==> src/sv/wsta_pkg.sv <==
// Shared widths, codes and the link word passed along the server cell chain.
`default_nettype none

package wsta_pkg;

    localparam int TIME_W          = 32;
    localparam int WEIGHT_W        = 16;
    localparam int DUR_W           = 20;
    localparam int SLOT_W          = 4;
    localparam int CFG_W           = 5;
    // Wide enough for a cell index at the largest supported server count
    localparam int IDX_W           = 10;
    localparam int MAX_SERVERS_DEF = 16;

    localparam logic [CFG_W-1:0]  CFG_RESET = CFG_W'(16);
    localparam logic [TIME_W-1:0] TIME_MAX  = {TIME_W{1'b1}};

    // Item function codes
    localparam logic FUNC_LOAD = 1'b0;
    localparam logic FUNC_TASK = 1'b1;

    // Which pass the token is making along the chain
    typedef enum logic {
        PH_MIN,
        PH_PICK
    } t_phase;

    // Running result carried from cell to cell
    typedef struct packed {
        logic                valid;
        logic [TIME_W-1:0]   min_free;
        logic                found;
        logic [IDX_W-1:0]    best_idx;
        logic [WEIGHT_W-1:0] best_weight;
    } t_link;

endpackage

`default_nettype wire

==> src/sv/wsta_cell.sv <==
// One server cell: holds weight and free time, updates the passing link word.
`default_nettype none

module wsta_cell
    import wsta_pkg::*;
#(
    parameter int CELL_IDX = 0
) (
    input  wire logic                i_clk,
    input  wire logic                i_rst_n,
    input  wire logic                i_active,
    input  wire t_phase              i_phase,
    input  wire logic [TIME_W-1:0]   i_time,
    input  wire logic                i_weight_we,
    input  wire logic [WEIGHT_W-1:0] i_weight,
    input  wire logic                i_free_we,
    input  wire logic [TIME_W-1:0]   i_free,
    input  wire t_link               i_link,
    output t_link                    o_link
);

    logic [WEIGHT_W-1:0] r_weight;
    logic [TIME_W-1:0]   r_free;
    t_link               r_link;
    t_link               n_link;

    // Fold this server into the running minimum or the running best choice
    always_comb begin
        n_link = i_link;
        if (i_link.valid && i_active) begin
            case (i_phase)
                PH_MIN: begin
                    if (r_free < i_link.min_free) begin
                        n_link.min_free = r_free;
                    end
                end
                PH_PICK: begin
                    if ((r_free <= i_time) &&
                        (!i_link.found || (r_weight < i_link.best_weight))) begin
                        n_link.found       = 1'b1;
                        n_link.best_idx    = IDX_W'(CELL_IDX);
                        n_link.best_weight = r_weight;
                    end
                end
                default: begin
                    n_link = i_link;
                end
            endcase
        end
    end

    // Hold server state, advance the link word one cell per cycle
    always_ff @(posedge i_clk) begin
        if (!i_rst_n) begin
            r_weight     <= '0;
            r_free       <= '0;
            r_link.valid <= 1'b0;
        end else begin
            if (i_weight_we) begin
                r_weight <= i_weight;
            end
            if (i_free_we) begin
                r_free <= i_free;
            end
            r_link.valid <= n_link.valid;
        end
        r_link.min_free    <= n_link.min_free;
        r_link.found       <= n_link.found;
        r_link.best_idx    <= n_link.best_idx;
        r_link.best_weight <= n_link.best_weight;
    end

    assign o_link = r_link;

endmodule

`default_nettype wire

==> src/sv/weighted_server_task_assigner.sv <==
// Top level: command port, server cell chain and the two-pass task sequencer.
//
//  channel  | signals                                          | handshake
//  ---------+--------------------------------------------------+--------------------------
//  command  | i_func, i_server_slot, i_weight, i_duration      | start & !busy
//  result   | o_assigned_server, o_start_second                | o_done, one cycle, no stall
//  config   | i_cfg_data (active_servers)                      | i_cfg_valid & o_cfg_ready
//
// A weight load does not make the block busy. A task makes the token walk
// the cell chain once to find the earliest free time, then once more to pick
// the lightest free server, one cell a cycle.
// The result word is shown on o_done in the cycle busy falls.
// Reset is synchronous, active low; all servers are free with weight zero.
// Config is always ready and must be written only while idle.
`default_nettype none

module weighted_server_task_assigner
    import wsta_pkg::*;
#(
    parameter int MAX_SERVERS = MAX_SERVERS_DEF
) (
    input  wire logic                i_clk,
    input  wire logic                i_rst_n,
    input  wire logic                start,
    output logic                     busy,
    input  wire logic                i_func,
    input  wire logic [SLOT_W-1:0]   i_server_slot,
    input  wire logic [WEIGHT_W-1:0] i_weight,
    input  wire logic [DUR_W-1:0]    i_duration,
    output logic                     o_done,
    output logic [SLOT_W-1:0]        o_assigned_server,
    output logic [TIME_W-1:0]        o_start_second,
    input  wire logic                i_cfg_valid,
    output logic                     o_cfg_ready,
    input  wire logic [CFG_W-1:0]    i_cfg_data
);

    typedef enum logic [1:0] {
        ST_IDLE,
        ST_MIN,
        ST_PICK
    } t_state;

    t_state              r_state;
    logic                r_inject;
    logic [CFG_W-1:0]    r_active;
    logic [TIME_W-1:0]   r_time;
    logic [TIME_W-1:0]   r_arrival;
    logic [TIME_W-1:0]   r_prev_start;
    logic [DUR_W-1:0]    r_duration;
    logic                r_done;
    logic [SLOT_W-1:0]   r_assigned;
    logic [TIME_W-1:0]   r_start_out;

    t_link               w_link [MAX_SERVERS+1];
    t_link               w_tail;
    t_phase              w_phase;
    logic                w_accept;
    logic                w_load;
    logic [TIME_W-1:0]   w_t0;
    logic [TIME_W:0]     w_finish_sum;
    logic [TIME_W-1:0]   w_finish;
    logic [TIME_W:0]     w_arrival_sum;
    logic [TIME_W-1:0]   w_arrival_next;

    assign w_accept = start && !busy;
    assign w_load   = w_accept && (i_func == FUNC_LOAD);
    assign w_phase  = (r_state == ST_PICK) ? PH_PICK : PH_MIN;
    assign w_tail   = w_link[MAX_SERVERS];

    // Start of a task: later of arrival and previous start
    assign w_t0 = (r_arrival > r_prev_start) ? r_arrival : r_prev_start;

    // Saturating finish time and next arrival second
    assign w_finish_sum   = {1'b0, r_time} + (TIME_W+1)'(r_duration);
    assign w_finish       = w_finish_sum[TIME_W] ? TIME_MAX : w_finish_sum[TIME_W-1:0];
    assign w_arrival_sum  = {1'b0, r_arrival} + (TIME_W+1)'(1);
    assign w_arrival_next = w_arrival_sum[TIME_W] ? TIME_MAX
                                                  : w_arrival_sum[TIME_W-1:0];

    // Token word entering the head of the chain
    always_comb begin
        w_link[0].valid       = r_inject;
        w_link[0].min_free    = TIME_MAX;
        w_link[0].found       = 1'b0;
        w_link[0].best_idx    = '0;
        w_link[0].best_weight = '0;
    end

    // Row of server cells
    for (genvar i = 0; i < MAX_SERVERS; i++) begin : g_cell
        logic w_active;
        logic w_weight_we;
        logic w_free_we;

        // Slot zero is always in use; counts above the row are clamped by its length
        assign w_active    = (i == 0) || (32'(i) < 32'(r_active));
        assign w_weight_we = w_load && (32'(i_server_slot) == 32'(i));
        assign w_free_we   = (r_state == ST_PICK) && w_tail.valid &&
                             (32'(w_tail.best_idx) == 32'(i));

        wsta_cell #(
            .CELL_IDX (i)
        ) u_cell (
            .i_clk       (i_clk),
            .i_rst_n     (i_rst_n),
            .i_active    (w_active),
            .i_phase     (w_phase),
            .i_time      (r_time),
            .i_weight_we (w_weight_we),
            .i_weight    (i_weight),
            .i_free_we   (w_free_we),
            .i_free      (w_finish),
            .i_link      (w_link[i]),
            .o_link      (w_link[i+1])
        );
    end

    // Sequence the two passes and register the result word
    always_ff @(posedge i_clk) begin
        if (!i_rst_n) begin
            r_state      <= ST_IDLE;
            r_inject     <= 1'b0;
            r_active     <= CFG_RESET;
            r_arrival    <= '0;
            r_prev_start <= '0;
            r_done       <= 1'b0;
        end else begin
            r_inject <= 1'b0;
            r_done   <= 1'b0;
            if (i_cfg_valid) begin
                r_active <= i_cfg_data;
            end
            case (r_state)
                ST_IDLE: begin
                    if (w_accept && (i_func == FUNC_TASK)) begin
                        r_duration <= i_duration;
                        r_time     <= w_t0;
                        r_inject   <= 1'b1;
                        r_state    <= ST_MIN;
                    end
                end
                ST_MIN: begin
                    if (w_tail.valid) begin
                        if (w_tail.min_free > r_time) begin
                            r_time <= w_tail.min_free;
                        end
                        r_inject <= 1'b1;
                        r_state  <= ST_PICK;
                    end
                end
                ST_PICK: begin
                    if (w_tail.valid) begin
                        r_done       <= 1'b1;
                        r_assigned   <= SLOT_W'(w_tail.best_idx);
                        r_start_out  <= r_time;
                        r_prev_start <= r_time;
                        r_arrival    <= w_arrival_next;
                        r_state      <= ST_IDLE;
                    end
                end
                default: begin
                    r_state <= ST_IDLE;
                end
            endcase
        end
    end

    assign busy              = (r_state != ST_IDLE);
    assign o_done            = r_done;
    assign o_assigned_server = r_assigned;
    assign o_start_second    = r_start_out;
    assign o_cfg_ready       = 1'b1;

endmodule

`default_nettype wire
==> config.mk <==
export PLATFORM = sky130hd
export DESIGN_NAME = weighted_server_task_assigner
export DESIGN_NICKNAME = d
export VERILOG_FILES = /design/src/sv/wsta_pkg.sv /design/src/sv/wsta_cell.sv /design/src/sv/weighted_server_task_assigner.sv
export SDC_FILE = /design/constraint.sdc
export NUM_CORES = 2
export LEC_CHECK = 0
export ABC_AREA = 1
export BUFFER_PORTS_ARGS = -buffer_cell sky130_fd_sc_hd__buf_2
export CAP_MARGIN = 25
export CORE_MARGIN = 8
export CORE_UTILIZATION = 55
export DETAILED_ROUTE_END_ITERATION = 10
export PLACE_DENSITY_LB_ADDON = 0.3
export SLEW_MARGIN = 40
export SYNTH_ARGS = -nofsm -noshare
export SYNTH_HDL_FRONTEND = slang
export SYNTH_SLANG_ARGS = --single-unit
==> constraint.sdc <==
create_clock -name i_clk -period 3.82 [get_ports i_clk]
set_clock_uncertainty 0.2 [all_clocks]
set_input_delay 0 -clock i_clk [delete_from_list [all_inputs] [get_ports i_clk]]
set_output_delay 0 -clock i_clk [all_outputs]
set_load 0.02 [all_outputs]
==> results.txt <==
The flow ran to the end, and the final reports show no timing, DRC or antenna violations. Across the VDD grid, the largest voltage drop is 0.408 mV. The number of nets in the layout was 14693; the clock-pin slew reported for the worst setup and hold paths after clock tree synthesis was 0.06 ns. Counting stages on the worst path, the most repeated cell is nand2_1. The logs give 0.409 for the worst max-slew margin expressed relative to the limit and 0 for the max capacitance violation total. For the pin with the worst max-slew slack, the measured transition is 0.887 ns.

The first detailed-routing pass took 6 iterations. The portion of the clock cycle consumed by the worst path in the final layout is 0.961, and the largest fanout of any net on the critical path is 18. The synthesized design contains 1761 register bits. The number of instances in the synthesized netlist is 13226, and the detailed-route via count is 89897. The capture point of the critical path was g_cell[3].u_cell.o_link[12].

For the maximum frequency from static timing analysis, the log shows 272 MHz. The count of cell types in the netlist is 58, and the deepest level of the CTS H-tree is 4. In this run the remaining antenna-violating nets after routing total 0. The number of cells on the worst reg-to-reg path is 13.

The die is 434 um tall. The routed design could run at a clock period as short as 3.67 ns. The endpoint of the most critical register-to-register path was g_cell[3].u_cell.o_link[12]. For this design the top-level I/O count stands at 89.

TritonCTS built the clock tree. The tools report the final hold violation count as 0. Using the TritonRoute via totals, the vias-per-cell ratio works out to 5.68. The latest clock arrival within the worst-skew pair was 0.85 ns. From synthesis to final layout, the design area changed by 11.3%. The number of nets in the synthesized netlist is 14564. The async set-reset flop share out of synthesis was 0. The tools report the total negative setup slack as 0 ns. The largest incremental delay on the critical path is 0.56 ns, and the number of pins exceeding their max-slew limit in the final report is 0.

On the critical path, the stage with the largest delay is an instance of nand3_1. CTS placed an instance of clkbuf_16 at the clock tree root. The logs give 184 for the total CTS buffers and 0.0961 mm^2 for the area of the mapped netlist.

Setup violations remaining at the end of the flow were counted as 0. The start point of the critical path was r_time[11]. Walking the worst path, the cells encountered are clkinvlp_4 -> buf_4 -> ha_1 -> a21oi_1 -> o21ai_0 -> a21oi_1 -> nand2_1 -> nand2_1 -> nand2_1 -> nand2_2 -> nand3_1 -> nand2_1 -> nand2_1. The tools report the data required time of the critical path as 4.34 ns. The worst hold path belongs to the class in -> reg. For the worst setup path, the data arrival time is 4.19 ns. The tools report the endpoint kind of the worst setup timing path as a register. The via count of the first global-routing pass came out at 86818. The most used flip-flop cell after synthesis is dfxtp_1. The startpoint of the lowest-slack register-to-register path was r_time[11].

The global placement routability congestion is 0.976, and the TritonCTS sink count is 1761. No sink is reached through more buffers than the 3 on the longest clock path. The worst setup path is launched from a register. The final hold slack came out at 0.0898 ns.

Leaving out fill and tap cells, the most frequent cell in the layout is nand2_1. Setup repair after global routing left no endpoint under its margin. In this run the static leakage power is 0.0576 uW.

For the first-iteration detailed-routing DRC count, the log shows 8597. Part of the Yosys area used for sequential elements: 0.376. For this run, the number of Yosys warnings is 0. The run gives 8 as the initial antenna violation count. For the total setup buffers inserted after CTS, the log shows 0. The number of enable-type register cells in the synthesized netlist came out at 88. The internal reg-to-reg setup slack was 0.15 ns; the initial core utilization was 0.553. Wires add up to 323000 um. In the layout the commonest cells are 3153 x nand2_1, 1773 x nor2_1, 1673 x dfxtp_1, 1604 x inv_1, 1287 x ha_1. The overflow left after global routing is 0.

By startpoint and endpoint, the worst setup path is classified as reg -> reg. For the floorplan die area, the log shows 0.188 mm^2. Detailed placement ended at an HPWL of 231000 um. The count of buffers inserted at the top-level ports is 87, and the number of remaining DRC errors is 0. The horizontal extent of the die came out at 434 um. The floorplan core area is 0.174 mm^2.

The number of placement rows is 153, and the share of cells above drive strength 1 is 0.0570. The wire length of the first global-routing pass is 490000 um. Dividing the detail-routed wire length by the instance count gives 20.4 um. After synthesis, the mean cell area works out to 7.27 um^2. For this design the ratio of total power to cell area is 386 mW/mm^2.

The tools report the combined global-route utilization of all metal layers as 0.331. Entering global routing, the biggest net connects 140 pins.
layer usage:
metal | routed length (um) | track usage
met5 | 19 | 0
met4 | 27800 | 0.238
met3 | 27500 | 0.0636
met2 | 147000 | 0.550
met1 | 121000 | 0.383
area by class of cell:
class,instances,area (um^2)
Fill cell,15428,66900
Sequential cell,1761,36100
Clock buffer,249,5290
Antenna cell,3,7.51
Tap cell,2325,2910
Inverter,1641,6180
Clock inverter,87,1090
Multi-Input combinational cell,9325,51800
Timing Repair Buffer,442,3600
power by group:
group | internal, uW | switching [uW]
combinational | 880 | 2030
sequential | 19000 | 387
clock | 11000 | 7950
total | 31000 | 10400
worst max-delay path: cells and delay by family (launching register included):
| family | cells | cell delay, ns |
|---|---|---|
| and+or+nand+nor | 7 | 1.27 |
| AOI/OAI and AO/OA | 3 | 0.38 |
| adders and majority gates | 1 | 0.32 |
| DFF | 1 | 0.50 |
| buffers and inverters | 2 | 0.88 |
state kept, by name, summed over array words and instances (netlist names):
| signal | cells |
|---|---|
| r_prev_start | 32 |
| o_assigned_server | 4 |
| g_cell.u_cell.o_link | 832 |
| r_duration | 20 |
| r_state | 2 |
| r_arrival | 32 |
| r_time | 32 |
| g_cell.u_cell.r_weight | 256 |
| r_active | 5 |
| g_cell.u_cell.r_free | 512 |
| o_start_second | 32 |
| o_done | 1 |
| r_inject | 1 |
cells in the mapped netlist, types with 3 or more instances:
master / n / share of area
buf_6: 10 / 0.0012
nand3_1: 650 / 0.034
nor2_2: 14 / 0.00091
edfxtp_1: 88 / 0.027
o211ai_1: 8 / 0.00062
nor3_2: 10 / 0.0010
o21a_1: 66 / 0.0052
nand2_1: 3153 / 0.12
nand2_2: 4 / 0.00026
nand3b_1: 4 / 0.00031
a31oi_1: 10 / 0.00065
nor2_1: 1780 / 0.070
clkbuf_1: 333 / 0.013
buf_1: 36 / 0.0014
and3_1: 14 / 0.00091
nor4_1: 24 / 0.0016
buf_2: 101 / 0.0053
nor2_4: 19 / 0.0022
ha_1: 1287 / 0.17
xor2_1: 35 / 0.0032
dfxtp_1: 1673 / 0.35
o21ai_0: 904 / 0.047
nor3b_1: 12 / 0.00094
nand2_4: 14 / 0.0016
nand3_2: 8 / 0.00083
o21bai_1: 6 / 0.00047
buf_4: 16 / 0.0012
a211oi_1: 6 / 0.00047
nand4_1: 328 / 0.021
inv_1: 1610 / 0.063
a21o_1: 19 / 0.0015
nand3_4: 10 / 0.0018
nor3_1: 79 / 0.0041
nor4b_1: 4 / 0.00036
or2_2: 3 / 0.00020
a21oi_1: 772 / 0.040
inv_2: 29 / 0.0011
o21ai_1: 63 / 0.0033
cell families after synthesis:
family                     count (synthesis)  synth area share
other                                      1         0.0000390
adders and majority gates               1288             0.168
DFF                                     1761             0.376
buffers and inverters                   2140            0.0867
and+or+nand+nor                         6136             0.266
AOI/OAI and AO/OA                       1864             0.100
xor gates and xnor gates                  36           0.00328
worst min path at each step:
stage	startpoint	endpoint	cells past startpoint
final	i_weight[1]	g_cell[13].u_cell.r_weight[1]	4
after global routing	i_weight[0]	g_cell[12].u_cell.r_weight[0]	4
after CTS	i_weight[1]	g_cell[14].u_cell.r_weight[1]	4
after detailed placement	i_duration[18]	r_duration[18]	1
after global placement	i_duration[18]	r_duration[18]	1
after floorplan	i_duration[0]	r_duration[0]	0
stage by stage:
| stage | utilization | cells | total power, uW | setup slack, ns | cell area, um^2 |
|---|---|---|---|---|---|
| floorplan | - | 13226 | 21300 | 0.391 | 96100 |
| global placement | 0.571 | 15376 | 22500 | 0.285 | 99300 |
| detailed placement | 0.572 | 15377 | 22600 | 0.185 | 99400 |
| CTS | 0.615 | 15830 | 41400 | 0.131 | 107000 |
| global route | 0.615 | 15830 | 42500 | 0.0598 | 107000 |
| finish | 0.615 | 15833 | 41300 | 0.149 | 107000 |
what timing repair did:
action                                  in CTS  in global routing
endpoints found under the setup margin       0                158
endpoints found under the hold margin      567                  0
resized for setup                            0                  3
hold buffers                               117                  0
(Power assumes the default switching activity.)
